===== config.mk =====
export PLATFORM = sky130hd
export DESIGN_NAME = radar_sweep_controller
export DESIGN_NICKNAME = d
export VERILOG_FILES = /design/src/rsc_pkg.sv /design/src/radar_sweep_controller.sv
export SDC_FILE = /design/constraint.sdc
export NUM_CORES = 1
export LEC_CHECK = 0
export ABC_AREA = 1
export BUFFER_PORTS_ARGS = -buffer_cell sky130_fd_sc_hd__buf_2
export CAP_MARGIN = 40
export CORE_UTILIZATION = 53
export DETAILED_ROUTE_END_ITERATION = 16
export HOLD_SLACK_MARGIN = 0.05
export PLACE_DENSITY = 0.77
export SYNTH_ARGS = -nofsm -noshare
export SYNTH_HDL_FRONTEND = slang
export SYNTH_SLANG_ARGS = --single-unit

===== constraint.sdc =====
create_clock -name clk_i -period 3 [get_ports clk_i]
set_input_delay 0.15 -clock clk_i [delete_from_list [all_inputs] [get_ports clk_i]]
set_output_delay 0.15 -clock clk_i [all_outputs]
set_load 0.1 [all_outputs]

===== src/rsc_pkg.sv =====
package rsc_pkg;

  typedef enum logic [1:0] {
    MODE_RUN  = 2'd0,
    MODE_STOP = 2'd1,
    MODE_MENU = 2'd2
  } mode_e;

  typedef enum logic [1:0] {
    KIND_CMD   = 2'd0,
    KIND_TICK  = 2'd1,
    KIND_RESET = 2'd2
  } kind_e;

  typedef enum logic [1:0] {
    REG_ALARM_NEAR = 2'd0,
    REG_ALARM_FAR  = 2'd1,
    REG_SWEEP_STEP = 2'd2,
    REG_SWEEP_MAX  = 2'd3
  } reg_idx_e;

  localparam logic [7:0] CMD_START_STOP = 8'h73; // 's'
  localparam logic [7:0] CMD_MENU       = 8'h6d; // 'm'
  localparam logic [7:0] CMD_FLIP       = 8'h65; // 'e'

  localparam int unsigned RangeW = 10;
  localparam int unsigned AngleW = 8;
  localparam int unsigned StepW  = 7;
  localparam int unsigned CfgW   = 10;

  localparam logic [RangeW-1:0] NEAR_RST = 10'd2;
  localparam logic [RangeW-1:0] FAR_RST  = 10'd40;
  localparam logic [StepW-1:0]  STEP_RST = 7'd2;
  localparam logic [AngleW-1:0] MAX_RST  = 8'd180;

endpackage


===== src/radar_sweep_controller.sv =====
// Path: each item passes the input register, then the result register, before its result is
// offered on out_valid_o.
// Throughput: one item per cycle while results are taken; a stalled result holds the input
// register, and in_ready_o drops once that register is also full.
// State (mode, direction, angle, choice, buzzer) is updated as the item leaves the input register.
// Reset (rst_ni low, asynchronous) returns to running, rising, angle 0, buzzer off, and
// loads the default thresholds; no item is pending afterwards.
module radar_sweep_controller (
  input  logic                        clk_i,
  input  logic                        rst_ni,

  input  logic                        in_valid_i,
  output logic                        in_ready_o,
  input  logic [1:0]                  kind_i,
  input  logic [7:0]                  command_i,
  input  logic [rsc_pkg::RangeW-1:0]  range_cm_i,

  output logic                        out_valid_o,
  input  logic                        out_ready_i,
  output logic [1:0]                  mode_o,
  output logic                        buzzer_on_o,
  output logic                        report_valid_o,
  output logic [rsc_pkg::AngleW-1:0]  report_angle_o,
  output logic [rsc_pkg::RangeW-1:0]  report_range_o,
  output logic [rsc_pkg::AngleW-1:0]  servo_angle_o,
  output logic                        end_pause_o,
  output logic                        sweep_down_o,
  output logic                        menu_choice_o,
  output logic                        saved_o,

  input  logic                        cfg_we_i,
  input  logic [1:0]                  cfg_index_i,
  input  logic [rsc_pkg::CfgW-1:0]    cfg_data_i
);

  // configuration
  logic [rsc_pkg::RangeW-1:0] near_q, far_q;
  logic [rsc_pkg::StepW-1:0]  step_q;
  logic [rsc_pkg::AngleW-1:0] max_q;

  always_ff @(posedge clk_i or negedge rst_ni) begin
    if (!rst_ni) begin
      near_q <= rsc_pkg::NEAR_RST;
      far_q  <= rsc_pkg::FAR_RST;
      step_q <= rsc_pkg::STEP_RST;
      max_q  <= rsc_pkg::MAX_RST;
    end else if (cfg_we_i) begin
      unique case (rsc_pkg::reg_idx_e'(cfg_index_i))
        rsc_pkg::REG_ALARM_NEAR: near_q <= cfg_data_i;
        rsc_pkg::REG_ALARM_FAR:  far_q  <= cfg_data_i;
        rsc_pkg::REG_SWEEP_STEP: step_q <= cfg_data_i[rsc_pkg::StepW-1:0];
        rsc_pkg::REG_SWEEP_MAX:  max_q  <= cfg_data_i[rsc_pkg::AngleW-1:0];
        default: ;
      endcase
    end
  end

  // input register
  logic                       in_vld_q;
  logic [1:0]                 kind_q;
  logic [7:0]                 cmd_q;
  logic [rsc_pkg::RangeW-1:0] dist_q;
  logic                       out_vld_q;
  logic                       advance;

  assign advance    = in_vld_q && (!out_vld_q || out_ready_i);
  assign in_ready_o = !in_vld_q || advance;

  always_ff @(posedge clk_i or negedge rst_ni) begin
    if (!rst_ni) begin
      in_vld_q <= 1'b0;
    end else if (in_ready_o) begin
      in_vld_q <= in_valid_i;
    end
  end

  always_ff @(posedge clk_i) begin
    if (in_valid_i && in_ready_o) begin
      kind_q <= kind_i;
      cmd_q  <= command_i;
      dist_q <= range_cm_i;
    end
  end

  // architectural state
  rsc_pkg::mode_e             mode_q, mode_d;
  logic                       dir_q, dir_d;
  logic [rsc_pkg::AngleW-1:0] angle_q, angle_d;
  logic                       choice_q, choice_d;
  logic                       buzz_q, buzz_d;
  logic                       rep_vld_d, pause_d, saved_d;
  logic [rsc_pkg::AngleW-1:0] rep_angle_d;
  logic [rsc_pkg::RangeW-1:0] rep_range_d;
  logic [rsc_pkg::AngleW:0]   angle_up;
  logic                       in_window;

  assign angle_up  = {1'b0, angle_q} + {{(rsc_pkg::AngleW + 1 - rsc_pkg::StepW){1'b0}}, step_q};
  assign in_window = (dist_q >= near_q) && (dist_q < far_q);

  always_comb begin
    mode_d      = mode_q;
    dir_d       = dir_q;
    angle_d     = angle_q;
    choice_d    = choice_q;
    buzz_d      = buzz_q;
    rep_vld_d   = 1'b0;
    rep_angle_d = '0;
    rep_range_d = '0;
    pause_d     = 1'b0;
    saved_d     = 1'b0;

    case (kind_q)
      rsc_pkg::KIND_RESET: begin
        mode_d   = rsc_pkg::MODE_RUN;
        dir_d    = 1'b0;
        angle_d  = '0;
        choice_d = 1'b0;
        buzz_d   = 1'b0;
      end
      rsc_pkg::KIND_CMD: begin
        case (cmd_q)
          rsc_pkg::CMD_START_STOP: begin
            if (mode_q == rsc_pkg::MODE_RUN) mode_d = rsc_pkg::MODE_STOP;
            else if (mode_q == rsc_pkg::MODE_STOP) mode_d = rsc_pkg::MODE_RUN;
          end
          rsc_pkg::CMD_MENU: begin
            if (mode_q == rsc_pkg::MODE_STOP) begin
              mode_d   = rsc_pkg::MODE_MENU;
              choice_d = dir_q;
            end else if (mode_q == rsc_pkg::MODE_MENU) begin
              dir_d   = choice_q;
              mode_d  = rsc_pkg::MODE_STOP;
              saved_d = 1'b1;
            end
          end
          rsc_pkg::CMD_FLIP: begin
            if (mode_q == rsc_pkg::MODE_MENU) choice_d = !choice_q;
          end
          default: ;
        endcase
      end
      rsc_pkg::KIND_TICK: begin
        if (mode_q == rsc_pkg::MODE_RUN) begin
          buzz_d      = in_window ? !buzz_q : 1'b0;
          rep_vld_d   = 1'b1;
          rep_angle_d = angle_q;
          rep_range_d = dist_q;
          if (!dir_q) begin
            if (angle_up >= {1'b0, max_q}) begin
              angle_d = max_q;
              dir_d   = 1'b1;
              pause_d = 1'b1;
            end else begin
              angle_d = angle_up[rsc_pkg::AngleW-1:0];
            end
          end else begin
            if (angle_q <= {1'b0, step_q}) begin
              angle_d = '0;
              dir_d   = 1'b0;
              pause_d = 1'b1;
            end else begin
              angle_d = angle_q - {1'b0, step_q};
            end
          end
        end
      end
      default: ;
    endcase

    // buzzer is silent outside running
    if (mode_d != rsc_pkg::MODE_RUN) buzz_d = 1'b0;
  end

  always_ff @(posedge clk_i or negedge rst_ni) begin
    if (!rst_ni) begin
      mode_q   <= rsc_pkg::MODE_RUN;
      dir_q    <= 1'b0;
      angle_q  <= '0;
      choice_q <= 1'b0;
      buzz_q   <= 1'b0;
    end else if (advance) begin
      mode_q   <= mode_d;
      dir_q    <= dir_d;
      angle_q  <= angle_d;
      choice_q <= choice_d;
      buzz_q   <= buzz_d;
    end
  end

  // result register
  always_ff @(posedge clk_i or negedge rst_ni) begin
    if (!rst_ni) begin
      out_vld_q <= 1'b0;
    end else if (advance) begin
      out_vld_q <= 1'b1;
    end else if (out_ready_i) begin
      out_vld_q <= 1'b0;
    end
  end

  logic [1:0]                 res_mode_q;
  logic                       res_buzz_q, res_rep_vld_q, res_pause_q, res_dir_q;
  logic                       res_choice_q, res_saved_q;
  logic [rsc_pkg::AngleW-1:0] res_rep_angle_q, res_angle_q;
  logic [rsc_pkg::RangeW-1:0] res_rep_range_q;

  always_ff @(posedge clk_i) begin
    if (advance) begin
      res_mode_q      <= mode_d;
      res_buzz_q      <= buzz_d;
      res_rep_vld_q   <= rep_vld_d;
      res_rep_angle_q <= rep_angle_d;
      res_rep_range_q <= rep_range_d;
      res_angle_q     <= angle_d;
      res_pause_q     <= pause_d;
      res_dir_q       <= dir_d;
      res_choice_q    <= choice_d;
      res_saved_q     <= saved_d;
    end
  end

  assign out_valid_o    = out_vld_q;
  assign mode_o         = res_mode_q;
  assign buzzer_on_o    = res_buzz_q;
  assign report_valid_o = res_rep_vld_q;
  assign report_angle_o = res_rep_angle_q;
  assign report_range_o = res_rep_range_q;
  assign servo_angle_o  = res_angle_q;
  assign end_pause_o    = res_pause_q;
  assign sweep_down_o   = res_dir_q;
  assign menu_choice_o  = res_choice_q;
  assign saved_o        = res_saved_q;

endmodule

* Word-level counts from Yosys, hierarchy flattened *
Cells that the tools add are included.
W data, S select, Z words.

storage, ports and cells
  bits in registers = 104
  input port bits = 37
  output and inout port bits = 36
  word-level logic and storage cells = 95

operators by class
  add/subtract/negate cells = 2
  $lt $le $gt $ge = 4
  eq/ne operators = 10
  mux-type cells = 33
  bitwise gates (word level) = 2
  reductions and logical operators = 20

operators by type and width
  cell                  count
  $mux W8               4
  $eq A8 B7 Y1 const B  3
  $mux W1               18
  $pmux W8 S2           1
  $ge A10 B10 Y1        1
  $lt A10 B10 Y1        1
  $reduce_and A2 Y1     5
  $add A8 B7 Y9         1
  $ge A9 B8 Y1          1
  $eq A2 B2 Y1 const B  4
  $le A8 B7 Y1          1
  $mux W2               4
  $pmux W2 S2           2
  $sub A8 B7 Y8         1
  $eq A2 B1 Y1 const B  3
  $logic_not A2 Y1      3
  $pmux W1 S2           3
  $logic_not A1 Y1      4
  $reduce_bool A2 Y1    2
  $logic_and A1 B1 Y1   3
  $pmux W1 S3           1
  $reduce_or A3 Y1      1
  $logic_or A1 B1 Y1    2
  $not A1 Y1            2

* Depth between registers and ports, before layout *
Gate-level depths: netlist of run 1.

  word-level depth = 7
  gate-level depth with buffers = 27
  gate-level depth less buffers = 26

* Worst setup path after synthesis of run 1 *
Ideal clock, no wire load.

  path kind = flip-flop to flip-flop
  start = register step_q[1] in the netlist's numbering
  end = register res_angle_q (netlist bit servo_angle_o[3]) (data pin)
  setup time = 0.254 ns
  arrival time = 2.654 ns
  required time = 2.746 ns
  setup slack = 0.092 ns
  stages on the path, launching flop included = 24
  buffers on the path = 0
  clock period less this slack = 2.908 ns
  path through = dfstp_2 inv_1 ha_1 inv_1 nand3_1 nand3_1 nand3_1 nand2_1 nand2_1 nand2_1 inv_1 ha_1 nand2_1 nor2_1 a21oi_1 nand2_1 nor2_2 nand2_4 nor2_8 nand2_1 nand3_1 nand2_1 nand2_1 nand2_2

between the ends
  longest elaborated chain between the ends = 6
  elaborated cells between the ends (all ways) = 9
  classes of those cells = add/sub (2); order compare (2); mux (5)

RTL lines
  what                    RTL line                       source
  start, declared         radar_sweep_controller.sv:38   logic [rsc_pkg::StepW-1:0] step_q;
  start signal, assigned  radar_sweep_controller.sv:45   step_q <= rsc_pkg::STEP_RST;
  start signal, assigned  radar_sweep_controller.sv:51   rsc_pkg::REG_SWEEP_STEP: step_q <= cfg_data_i[rsc_pkg::StepW-1:0];
  $add A8 B7 Y9           radar_sweep_controller.sv:97   assign angle_up = {1'b0, angle_q} + {{(rsc_pkg::AngleW + 1 - rsc_pkg::StepW){1'b0}}, step_q};
  $ge A9 B8 Y1            radar_sweep_controller.sv:149  if (angle_up >= {1'b0, max_q}) begin
  $mux W8                 radar_sweep_controller.sv:149
  $mux W8 *               radar_sweep_controller.sv:148  if (!dir_q) begin
  $mux W8 *               radar_sweep_controller.sv:143  if (mode_q == rsc_pkg::MODE_RUN) begin
  $pmux W8 S2 *           radar_sweep_controller.sv:112  case (kind_q)
  via angle_d (one bit)   radar_sweep_controller.sv:88   logic [rsc_pkg::AngleW-1:0] angle_q, angle_d;
  end signal, assigned    radar_sweep_controller.sv:214  res_angle_q <= angle_d;
  end, declared           radar_sweep_controller.sv:204  logic [rsc_pkg::AngleW-1:0] res_rep_angle_q, res_angle_q;

The timed path passes the listed nets; every way through them passes the cells marked *.
A chain may end at the register's enable or synchronous reset.

* Worst setup path after layout of run 1 *
  start = register step_q[0] in the netlist's numbering
  end = register res_angle_q (netlist bit servo_angle_o[4]) (data pin)

The elaborated chain is that of the path after synthesis.

==> impl_metrics.csv, run 1 <==
group,metric,value,unit
run_status,status,"finished, violations left",
run_status,failed_checks,"setup timing",
floorplanning,rows,38,
synth,ys_seq_area_share,48.2,%
grt,antenna_found_initial,0,
final_layout,fin_nets,935,
critical_path,path_cells,"ha_2 -> fa_2 -> nand3_4 -> nand2_4 -> xor2_2 -> inv_2 -> ha_4 -> nand2_4 -> nor2_2 -> nand2_1 -> nand3_1 -> nand2_1 -> nand2_1 -> nand2_2 -> nand2_4 -> nand2_1 -> nand2_1 -> nand2_1 -> nand2_1 -> nand2_1 -> nand2_1 -> nand2_2",
critical_path,cpPeakStageDelay,400,ps
place,dpl-instance-area,6790,sq um
sta,rsz0062_at_grt,"true",
cts,cts_root_buffer,"clkbuf_16",
final_layout,antenna_cells,0,
power_and_ir_drop,peakVddDrop,721,uV
synth,syn-num-nets,786,
synth,synth_edf_count,54,
synth,yosysWarningCount,0,
sta,clock.fmax,328,MHz
cts,cts_sinks,104,
synth,syn_area_per_cell,8.57,sq um
grt,track_usage,29.3,%
final_layout,finalInstanceArea,7740,sq um
grt,grt_overflow,0,
final_layout,multiInputGateArea,2870,sq um
floorplanning,core_area,10900,sq um
detailed_routing,wirelength,16.3,mm
synth,yosysTopAreaCell,"edfxtp_1",
synth,async_reset_ff_share,48.1,%
floorplanning,die_w,108,um
critical_path,path_buf_inv,1,
cts,clock_path_buffers,2,
synth,synth_area_leaders,"edfxtp_1 27%, dfrtp_1 18%, nand2_1 12%",
floorplanning,die_h,108,um
power_and_ir_drop,intPower,0.00412,W
cts,numCtsBuffers,9,
critical_path,worstPathMaxFanout,5,
place,dp_hpwl,11.6,mm
sta,worst_pin_slew,796,ps
cts,htreeDepth,3,
synth,synth-simple-area-share,22.6,%
final_layout,seqCellArea,2890,sq um
floorplanning,ioPinCount,73,
grt,grt_max_degree,41,
detailed_routing,detail_route.wl_per_cell,16.4,um
final_layout,fillers,811,
critical_path,cp_common_cell,"nand2_1",
synth,ys_ff_latch,104,
flow_run,max-cap-violations,0,
sta,relSlewSlack,46.9,%
critical_path,cp_top_family,"simple AND/OR/NAND/NOR gates",
grt,grt_pass1_wl,25.6,mm
sta,finalHoldViolCount,0,
synth,synth.area.mux_share,0,%
floorplanning,start_util,54.7,%
synth,synth_top_area_share,27.1,%
synth,synth_fa_ha_area_share,10.9,%
synth,synth_area,5980,sq um
power_and_ir_drop,pwr-share-comb,57.9,%
detailed_routing,drt_first_pass_iters,6,
synth,synth_top_family_by_area,"simple AND/OR/NAND/NOR gates",
critical_path,start_kind,"flop",
cts,insertion_delay,360,ps
final_layout,drive_above_1_share,27.2,%
synth,synth_xor_area_share,0.879,%
critical_path,arrival,3170,ps
sta,setup_ws,-47.9,ps
detailed_routing,vias,5353,
final_layout,area_growth_syn_to_layout,29.5,%
place,io_buffer_count,72,
cts,tritoncts,"done",
cts,clkSlewWorstSetupHoldPaths,80,ps
critical_path,critPathSlowestCell,"fa_2",
critical_path,cp.required,3120,ps
detailed_routing,avgViaCountPerCell,5.40,
critical_path,critPathCaptureType,"flop",
place,dp_slack,-194,ps
sta,min_period_over_period,102,%
power_and_ir_drop,power.leakage,3.82,nW
synth,synth_compound_area_share,8.20,%
detailed_routing,postRouteAntennaNets,0,
power_and_ir_drop,p_sw_share,46.5,%
detailed_routing,drtIter0Drc,379,
power_and_ir_drop,p_switching,0.00359,W
synth,syn_inst,698,
synth,yosysUniqueCellTypes,41,
worst_hold_path,min_path_type,"input pin to flop",
sta,setup_viol,6,
sta,skew,7.10,ps
synth,ys.flop_type,"edfxtp_1",
power_and_ir_drop,power.density,996,nW/um^2
detailed_routing,route.detailed.drc,0,
floorplanning,dieArea,11700,sq um
critical_path,crit_type,"flop to flop",
grt,grt_pass1_vias,5294,
sta,drv_slew,0,
power_and_ir_drop,power.share.clock,15.8,%
power_and_ir_drop,pwr-share-seq,26.4,%
sta,period_minus_slack,3050,ps
place,gp_congestion,0.914,
==> through the flow <==
stage	std cells	power (W)	setup TNS [ps]	utilization [%]	hold slack, ps
6_report	992	0.00771	-168	70.8	75.3
5_1_grt	992	0.00816	-2860	70.8	90.8
4_1_cts	983	0.00727	-225	68.4	60.1
3_5_place_dp	941	0.00577	-2860	62.1	-34.0
3_3_place_gp	940	0.00571	-1730	61.9	319
2_1_floorplan	698	0.00461	0	-	-146
==> flip-flops by register name (all words and copies together), names as in the netlist, 2 cells and up <==
| name | cells |
|---|---|
| near_q | 10 |
| report_angle_o | 8 |
| report_range_o | 10 |
| mode_q | 2 |
| cmd_q | 8 |
| mode_o | 2 |
| kind_q | 2 |
| step_q | 7 |
| max_q | 8 |
| servo_angle_o | 8 |
| angle_q | 8 |
| far_q | 10 |
| dist_q | 10 |
==> layer usage <==
layer | global-route usage (%) | vias up | wire length [um]
met4 | 12.8 | 0 | 604
met3 | 6.39 | 46 | 1160
met5 | 0 | - | 0
met1 | 35.8 | 2519 | 6380
met2 | 49.6 | 235 | 8150
li1 | - | 2553 | -
==> worst paths after layout <==
path	from	depth (start not counted)	to	slack [ps]
worst max-delay path	step_q[0]	22	servo_angle_o[4]	-50
worst min-delay path	out_ready_i	4	out_valid_o	80
max in group asynchronous	rst_ni	4	angle_q[3]	2190
worst min register to register	far_q[7]	2	far_q[7]	490
min in group asynchronous	rst_ni	2	far_q[8]	120
worst max register to register	step_q[0]	22	servo_angle_o[4]	-50
==> layout by cell type, fill, tap and decap left out, types with 34 or more instances in the layout <==
cell and instances:
buf_4 55, nand3_1 34, buf_2 72, ha_1 34
nand2_1 181, edfxtp_1 54, o21ai_0 49, nor2_1 40
inv_1 99, dfrtp_1 39
==> power groups by stage <==
stage / registers (W) / logic, W / clock network, W
2_1_floorplan: 0.00261 / 0.00200 / 0
5_1_grt: 0.00206 / 0.00483 / 0.00128
4_1_cts: 0.00201 / 0.00403 / 0.00123
6_report: 0.00203 / 0.00446 / 0.00122
3_3_place_gp: 0.00202 / 0.00369 / 0
3_5_place_dp: 0.00203 / 0.00374 / 0
==> worst min-delay path, cell delays in order <==
cell and delay, ps:
buf_2 80, inv_1 40, nand2_1 70, nand2_1 60
==> cell type report <==
cell class	count	area share, %
sequential	104	37.3
clock buffer	9	2.91
timing repair buffer	155	13.9
clock inverter	7	1.02
multi-input combinational	462	37.0
inverter	115	5.64
tap	140	2.26
==> cell families after synthesis <==
group                    after synthesis
adder cells (fa/ha/maj)               51
buffers and inverters                133
AO/OA/AOI/OAI                         89
AND/OR/NAND/NOR                      315
flip-flops                           104
XOR/XNOR                               6
==> synth_stat cells, types with 3 or more instances <==
| cell type | number |
|---|---|
| inv_2 | 4 |
| a21oi_1 | 27 |
| dfstp_2 | 8 |
| o21a_1 | 3 |
| edfxtp_1 | 54 |
| clkbuf_1 | 8 |
| buf_6 | 4 |
| dfrtp_1 | 42 |
| ha_1 | 49 |
| or2_2 | 3 |
| nand3_1 | 42 |
| buf_2 | 4 |
| nand2_1 | 191 |
| nor2_1 | 45 |
| xor2_1 | 4 |
| inv_1 | 109 |
| nand4_1 | 15 |
| nand2_2 | 6 |
| nor3_1 | 4 |
| o21ai_0 | 50 |
==> repair_timing <==
item	in CTS	in global routing
hold buffers	24	0
hold endpoints to repair	61	0
setup buffers	1	9
pin swaps	25	30
cloned	1	0
setup endpoints to repair	19	19
gates resized for setup	25	44
Note: power is estimated with default switching activity, not from simulation.
==> run 2: changes to the inputs <==
==> constraint.sdc (replaced) <==
create_clock -name clk_i -period 2.8 [get_ports clk_i]
set_input_delay 0.14 -clock clk_i [delete_from_list [all_inputs] [get_ports clk_i]]
set_output_delay 0.14 -clock clk_i [all_outputs]
set_load 0.1 [all_outputs]
==> run 2 against run 1 <==
Net effect:
- the flow still finishes with violations (setup timing)
- via count decreased by 3.0%
- utilization is 1.5 points lower
- cell count is 1.1% lower
- highest routed layer unchanged
- register-to-register slack worse by 190 ps
- count of clock-buffer cells in the layout increased by 1
- non-clock buffer count fell by 11
- critical path depth down 1
- sequential power is 7% higher
- sequential cell count unchanged
==> impl_metrics.csv, run 2 (same netlist as run 1, synthesis figures left out) <==
group,metric,value,unit
run_status,status,"finished, violations left",
run_status,failed_checks,"setup timing",
critical_path,path_buf_inv,3,
sta,clock.fmax,329,MHz
floorplanning,core_area,10900,sq um
cts,cts_root_buffer,"clkbuf_16",
final_layout,final_cell_mix,"179 x nand2_1, 103 x inv_1, 72 x buf_2",
sta,whs,58.3,ps
grt,grt_max_degree,41,
floorplanning,start_util,54.7,%
floorplanning,die_h,108,um
place,dp_hpwl,11.2,mm
sta,setup_viol,19,
sta,skew,9.28,ps
worst_hold_path,hold_depth,3,
critical_path,critPathCaptureType,"flop",
critical_path,cp_top_family,"simple AND/OR/NAND/NOR gates",
final_layout,area_growth_syn_to_layout,26.8,%
critical_path,path_cells,"inv_2 -> ha_4 -> inv_1 -> nand4_1 -> nand3_1 -> nand2_1 -> nand2_2 -> inv_1 -> ha_1 -> nand2_1 -> nor2_1 -> a21oi_2 -> nand2_2 -> nor2_4 -> nand2_4 -> nor2_8 -> nand2_1 -> nand3_1 -> nand2_1 -> nand2_1 -> nand2_2",
final_layout,finalInstanceArea,7580,sq um
cts,cts_sinks,104,
place,dpl-instance-area,6750,sq um
cts,insertion_delay,360,ps
grt,grt_pass1_wl,24.2,mm
place,io_buffer_count,72,
sta,finalHoldViolCount,0,
power_and_ir_drop,intPower,0.00426,W
flow_run,max-cap-violations,0,
critical_path,reg2reg_depth,21,
detailed_routing,wirelength,15.4,mm
final_layout,fin_nets,924,
sta,worst_pin_slew,866,ps
detailed_routing,postRouteAntennaNets,0,
critical_path,cpPeakStageDelay,550,ps
sta,rsz0062_at_grt,"true",
cts,numCtsBuffers,9,
detailed_routing,vias,5192,
power_and_ir_drop,p_sw_share,47.4,%
critical_path,arrival,3150,ps
critical_path,crit_type,"flop to flop",
detailed_routing,drt_first_pass_iters,7,
critical_path,worstPathMaxFanout,7,
final_layout,final_common_cell,"nand2_1",
detailed_routing,route.detailed.drc,0,
sta,period_minus_slack,3040,ps
power_and_ir_drop,pwr-share-seq,26.7,%
detailed_routing,detail_route.wl_per_cell,15.7,um
power_and_ir_drop,power.density,1070,nW/um^2
critical_path,start_kind,"flop",
critical_path,path_depth,21,
sta,totalNegativeSetupSlack,-3650,ps
critical_path,cp.required,2910,ps
cts,clkSlewWorstSetupHoldPaths,80,ps
power_and_ir_drop,p_switching,0.00384,W
sta,drv_slew,0,
power_and_ir_drop,power.leakage,3.77,nW
grt,track_usage,27.7,%
detailed_routing,avgViaCountPerCell,5.29,
floorplanning,rows,38,
power_and_ir_drop,pwr-share-comb,58.3,%
sta,relSlewSlack,42.1,%
power_and_ir_drop,power.share.clock,14.9,%
floorplanning,ioPinCount,73,
grt,antenna_found_initial,0,
cts,htreeDepth,3,
critical_path,critPathSlowestCell,"dfstp_2",
power_and_ir_drop,peakVddDrop,669,uV
sta,min_period_over_period,109,%
final_layout,drive_above_1_share,26.5,%
sta,setup_ws,-240,ps
cts,clock_path_buffers,2,
grt,grt_pass1_vias,5081,
cts,tritoncts,"done",
worst_hold_path,min_path_type,"input pin to flop",
floorplanning,die_w,108,um
floorplanning,dieArea,11700,sq um
final_layout,antenna_cells,0,
grt,grt_overflow,0,
detailed_routing,drtIter0Drc,330,
place,gp_congestion,0.969,
critical_path,cp_common_cell,"nand2_1",
## run 2: area by class of cell
cell class	count	area, sq um
clock buffers	10	229
repair buffers	144	963
well taps	140	175
clock inverters	6	52.6
flip-flops and latches	104	2880
inverters	115	432
multi-input cells	462	2850
fillers	832	3350
## run 2: tightest hold or removal path: stages
cell     delay [ps]
buf_2           100
inv_1            50
o21ai_0          80
## run 2: final timing paths
check | startpoint | endpoint | slack (ps)
max in group asynchronous | rst_ni | max_q[4] | 1590
worst max register to register | step_q[1] | servo_angle_o[5] | -240
worst min-delay path | cfg_data_i[9] | far_q[9] | 60
worst min register to register | near_q[7] | near_q[7] | 490
min in group asynchronous | rst_ni | near_q[8] | 370
worst max-delay path | step_q[1] | servo_angle_o[5] | -240
## run 2: stage by stage
stage          total power, W  worst slack (ps)  util (%)  instances
2_1_floorplan         0.00498             -23.8         -        698
3_3_place_gp          0.00606              -270      61.7        934
3_5_place_dp          0.00615              -299      61.7        934
4_1_cts               0.00767              -222      67.7        977
5_1_grt               0.00859              -413      69.3        981
6_report              0.00811              -240      69.3        981
## run 2: what timing repair did
action                     CTS  global route
cloned                       1             0
setup endpoints to repair   19            19
hold buffers                22             0
buffers inserted             4             5
resized for setup           18            36
pin swaps                   16            28
hold endpoints to repair    45             0
## run 2: power by group through the flow
stage	logic (W)	registers (W)	clock network, W
2_1_floorplan	0.00217	0.00280	0
3_3_place_gp	0.00389	0.00217	0
3_5_place_dp	0.00397	0.00218	0
4_1_cts	0.00430	0.00216	0.00122
5_1_grt	0.00513	0.00220	0.00127
6_report	0.00473	0.00217	0.00121
## run 2: routing by layer
| metal | vias up | part of all wire (%) | track usage (%) | routed length [um] |
|---|---|---|---|---|
| met5 | - | 0 | 0 | 0 |
| met4 | 0 | 2.8 | 11.0 | 429 |
| met3 | 36 | 6.3 | 5.73 | 971 |
| met2 | 203 | 51 | 48.7 | 7860 |
| met1 | 2426 | 40 | 33.2 | 6160 |
| li1 | 2527 | - | - | - |
==> run 3: changes to the inputs <==
--- a/config.mk
+++ b/config.mk
@@ -6,12 +6,14 @@
 export NUM_CORES = 1
 export LEC_CHECK = 0
 export ABC_AREA = 1
-export BUFFER_PORTS_ARGS = -buffer_cell sky130_fd_sc_hd__buf_2
 export CAP_MARGIN = 40
-export CORE_UTILIZATION = 53
+export CELL_PAD_IN_SITES_DETAIL_PLACEMENT = 1
+export CELL_PAD_IN_SITES_GLOBAL_PLACEMENT = 2
+export CORE_UTILIZATION = 35
 export DETAILED_ROUTE_END_ITERATION = 16
+export DONT_BUFFER_PORTS = 1
 export HOLD_SLACK_MARGIN = 0.05
-export PLACE_DENSITY = 0.77
+export PLACE_DENSITY_LB_ADDON = 0.1
 export SYNTH_ARGS = -nofsm -noshare
 export SYNTH_HDL_FRONTEND = slang
 export SYNTH_SLANG_ARGS = --single-unit
==> run 3 against run 2 <==
Net effect:
- the flow still finishes with violations (setup timing)
- hold slack got worse by 3.2 ps
- utilization fell by 21 points
- power rose by 8.5%
- largest cell class is now multi-input combinational cells
- clock skew fell by 0.81 ps
- first-iteration DRC count fell by 56%
- sequential cell count did not move
- register-to-register slack got worse by 40 ps
- via count fell by 2.9%
- sequential share of layout area fell by 2.3 points
==> impl_metrics.csv, run 3 (same netlist as run 1, synthesis figures left out) <==
group,metric,value,unit
cts,insertion_delay,360,ps
critical_path,reg2reg_depth,21,
critical_path,reg2reg_from,"angle_q[0]",
cts,numCtsBuffers,9,
sta,min_period_over_period,110,%
final_layout,multiInputGateArea,2920,sq um
detailed_routing,route.detailed.drc,0,
grt,antenna_found_initial,0,
sta,setup_viol,19,
run_status,failed_checks,"setup timing",
floorplanning,dieArea,17600,sq um
final_layout,final_cell_mix,"167 x nand2_1, 98 x inv_1, 64 x buf_4",
critical_path,worstPathMaxFanout,7,
grt,grt_overflow,0,
worst_hold_path,min_to,"max_q[4]",
critical_path,cp_common_cell,"nand2_2",
detailed_routing,wirelength,18.2,mm
final_layout,area_growth_syn_to_layout,35.1,%
sta,totalNegativeSetupSlack,-4310,ps
critical_path,r2r_setup_slack,-280,ps
place,io_buffer_count,0,
power_and_ir_drop,power,0.00879,W
final_layout,fillers,1902,
sta,finalHoldViolCount,0,
critical_path,cp.required,3040,ps
worst_hold_path,min_path_type,"input pin to flop",
cts,cts_sinks,104,
detailed_routing,detail_route.wl_per_cell,17.7,um
cts,clock_path_buffers,2,
grt,track_usage,22.1,%
detailed_routing,avgViaCountPerCell,4.88,
floorplanning,ioPinCount,73,
critical_path,critPathSlowestCell,"dfrtp_1",
detailed_routing,vias,5040,
critical_path,critPathCaptureType,"flop",
power_and_ir_drop,p_sw_share,46.3,%
sta,skew,8.46,ps
critical_path,arrival,3310,ps
sta,drv_slew,0,
critical_path,start_kind,"flop",
critical_path,crit_type,"flop to flop",
critical_path,cpPeakStageDelay,420,ps
cts,cts_root_buffer,"clkbuf_16",
place,gp_congestion,0.905,
cts,tritoncts,"done",
power_and_ir_drop,power.leakage,3.82,nW
sta,clock.fmax,325,MHz
final_layout,antenna_cells,0,
final_layout,seqCellArea,2880,sq um
power_and_ir_drop,intPower,0.00472,W
final_layout,fin_nets,895,
detailed_routing,drtIter0Drc,146,
power_and_ir_drop,power.density,1090,nW/um^2
final_layout,drive_above_1_share,25.0,%
sta,setup_ws,-277,ps
power_and_ir_drop,p_switching,0.00407,W
floorplanning,core_area,16600,sq um
worst_hold_path,hold_depth,2,
floorplanning,rows,47,
place,dp_hpwl,13.5,mm
final_layout,final_common_cell,"nand2_1",
run_status,status,"finished, violations left",
floorplanning,die_w,133,um
critical_path,r2r-end,"angle_q[5]",
flow_run,max-cap-violations,0,
floorplanning,die_h,133,um
critical_path,path_cells,"ha_4 -> fa_2 -> nand4_1 -> nand4_1 -> nand2_1 -> inv_1 -> ha_1 -> nand2_1 -> nor2_1 -> a21oi_2 -> nand2_2 -> nor2_4 -> nand2_8 -> nor2_8 -> nand2_2 -> nand3_2 -> nand2_1 -> nand2_1 -> nand2_2 -> nand2_2 -> nand2_2",
power_and_ir_drop,pwr-share-seq,28.8,%
cts,clkSlewWorstSetupHoldPaths,80,ps
grt,grt_max_degree,51,
power_and_ir_drop,pwr-share-comb,56.1,%
cts,htreeDepth,3,
detailed_routing,drt_first_pass_iters,4,
floorplanning,start_util,35.9,%
sta,relSlewSlack,40.3,%
power_and_ir_drop,power.share.clock,15.1,%
power_and_ir_drop,peakVddDrop,438,uV
grt,grt_pass1_vias,5611,
sta,worst_pin_slew,898,ps
detailed_routing,postRouteAntennaNets,0,
sta,period_minus_slack,3080,ps
worst_hold_path,hold_path.startpoint,"cfg_data_i[4]",
sta,rsz0062_at_grt,"true",
grt,grt_pass1_wl,29.5,mm
## run 3: cell types whose count changed in the layout (fill, tap and decap cells not counted), moves of 5 or more
cell and change:
nand2_1 -12, dlygate4sd3_1 +9, buf_4 +16, buf_16 +9, buf_2 -72, nand2_2 +10
inv_1 -5, buf_8 +5
## run 3: per-stage QoR
step	util, %	worst slack, ps	hold slack (ps)	area [sq um]	std cells
detailed placement	41.4	-424	-154	6900	968
floorplan	-	-23.8	-156	6020	698
global placement	39.7	-334	-154	6600	955
global route	48.5	-459	64.2	8080	1032
CTS	46.1	-299	53.3	7670	1019
finish	48.5	-277	55.1	8080	1032
## run 3: what timing repair did
action | 4_1_cts | 5_1_grt
resized for setup | 21 | 62
hold buffers | 32 | 0
endpoints found under the hold margin | 86 | 0
endpoints found under the setup margin | 19 | 19
pin swaps | 24 | 36
buffers inserted | 3 | 9
## run 3: power groups by stage
stage               clock network [W]  registers [W]  logic (W)
floorplan                           0        0.00280    0.00217
global placement                    0        0.00285    0.00334
detailed placement                  0        0.00262    0.00384
CTS                           0.00136        0.00260    0.00418
global route                  0.00141        0.00256    0.00541
finish                        0.00133        0.00253    0.00493
## run 3: worst max path at each step
stage          startpoint               end  slack (ps)
6_report       angle_q[0]        angle_q[5]        -280
3_3_place_gp    step_q[1]        angle_q[5]        -330
5_1_grt        angle_q[0]  servo_angle_o[2]        -460
2_1_floorplan   step_q[0]  servo_angle_o[3]         -20
4_1_cts        angle_q[0]  servo_angle_o[0]        -300
3_5_place_dp   angle_q[0]        angle_q[5]        -420
## run 3: layout make-up
cell class	count	area share [%]
clock inverters	6	0.837
inverters	115	5.44
flip-flops and latches	104	35.7
multi-input cells	461	36.1
repair buffers	116	15.6
clock buffers	10	2.96
well taps	220	3.41
## run 3: routing by layer
metal	vias to the layer above	share of wire (%)	global-route usage (%)
met5	-	0	0
met2	80	52	40.3
li1	2466	-	-
met4	0	2.7	9.51
met3	26	2.5	3.14
met1	2468	42	25.7
## run 3: critical path, delay by kind of cell (launching register included)
family | cells | cell delay (ps)
buffers and inverters | 1 | 50
adder cells (fa/ha/maj) | 3 | 850
AO/OA/AOI/OAI | 1 | 120
AND/OR/NAND/NOR | 16 | 1510
flip-flops | 1 | 420
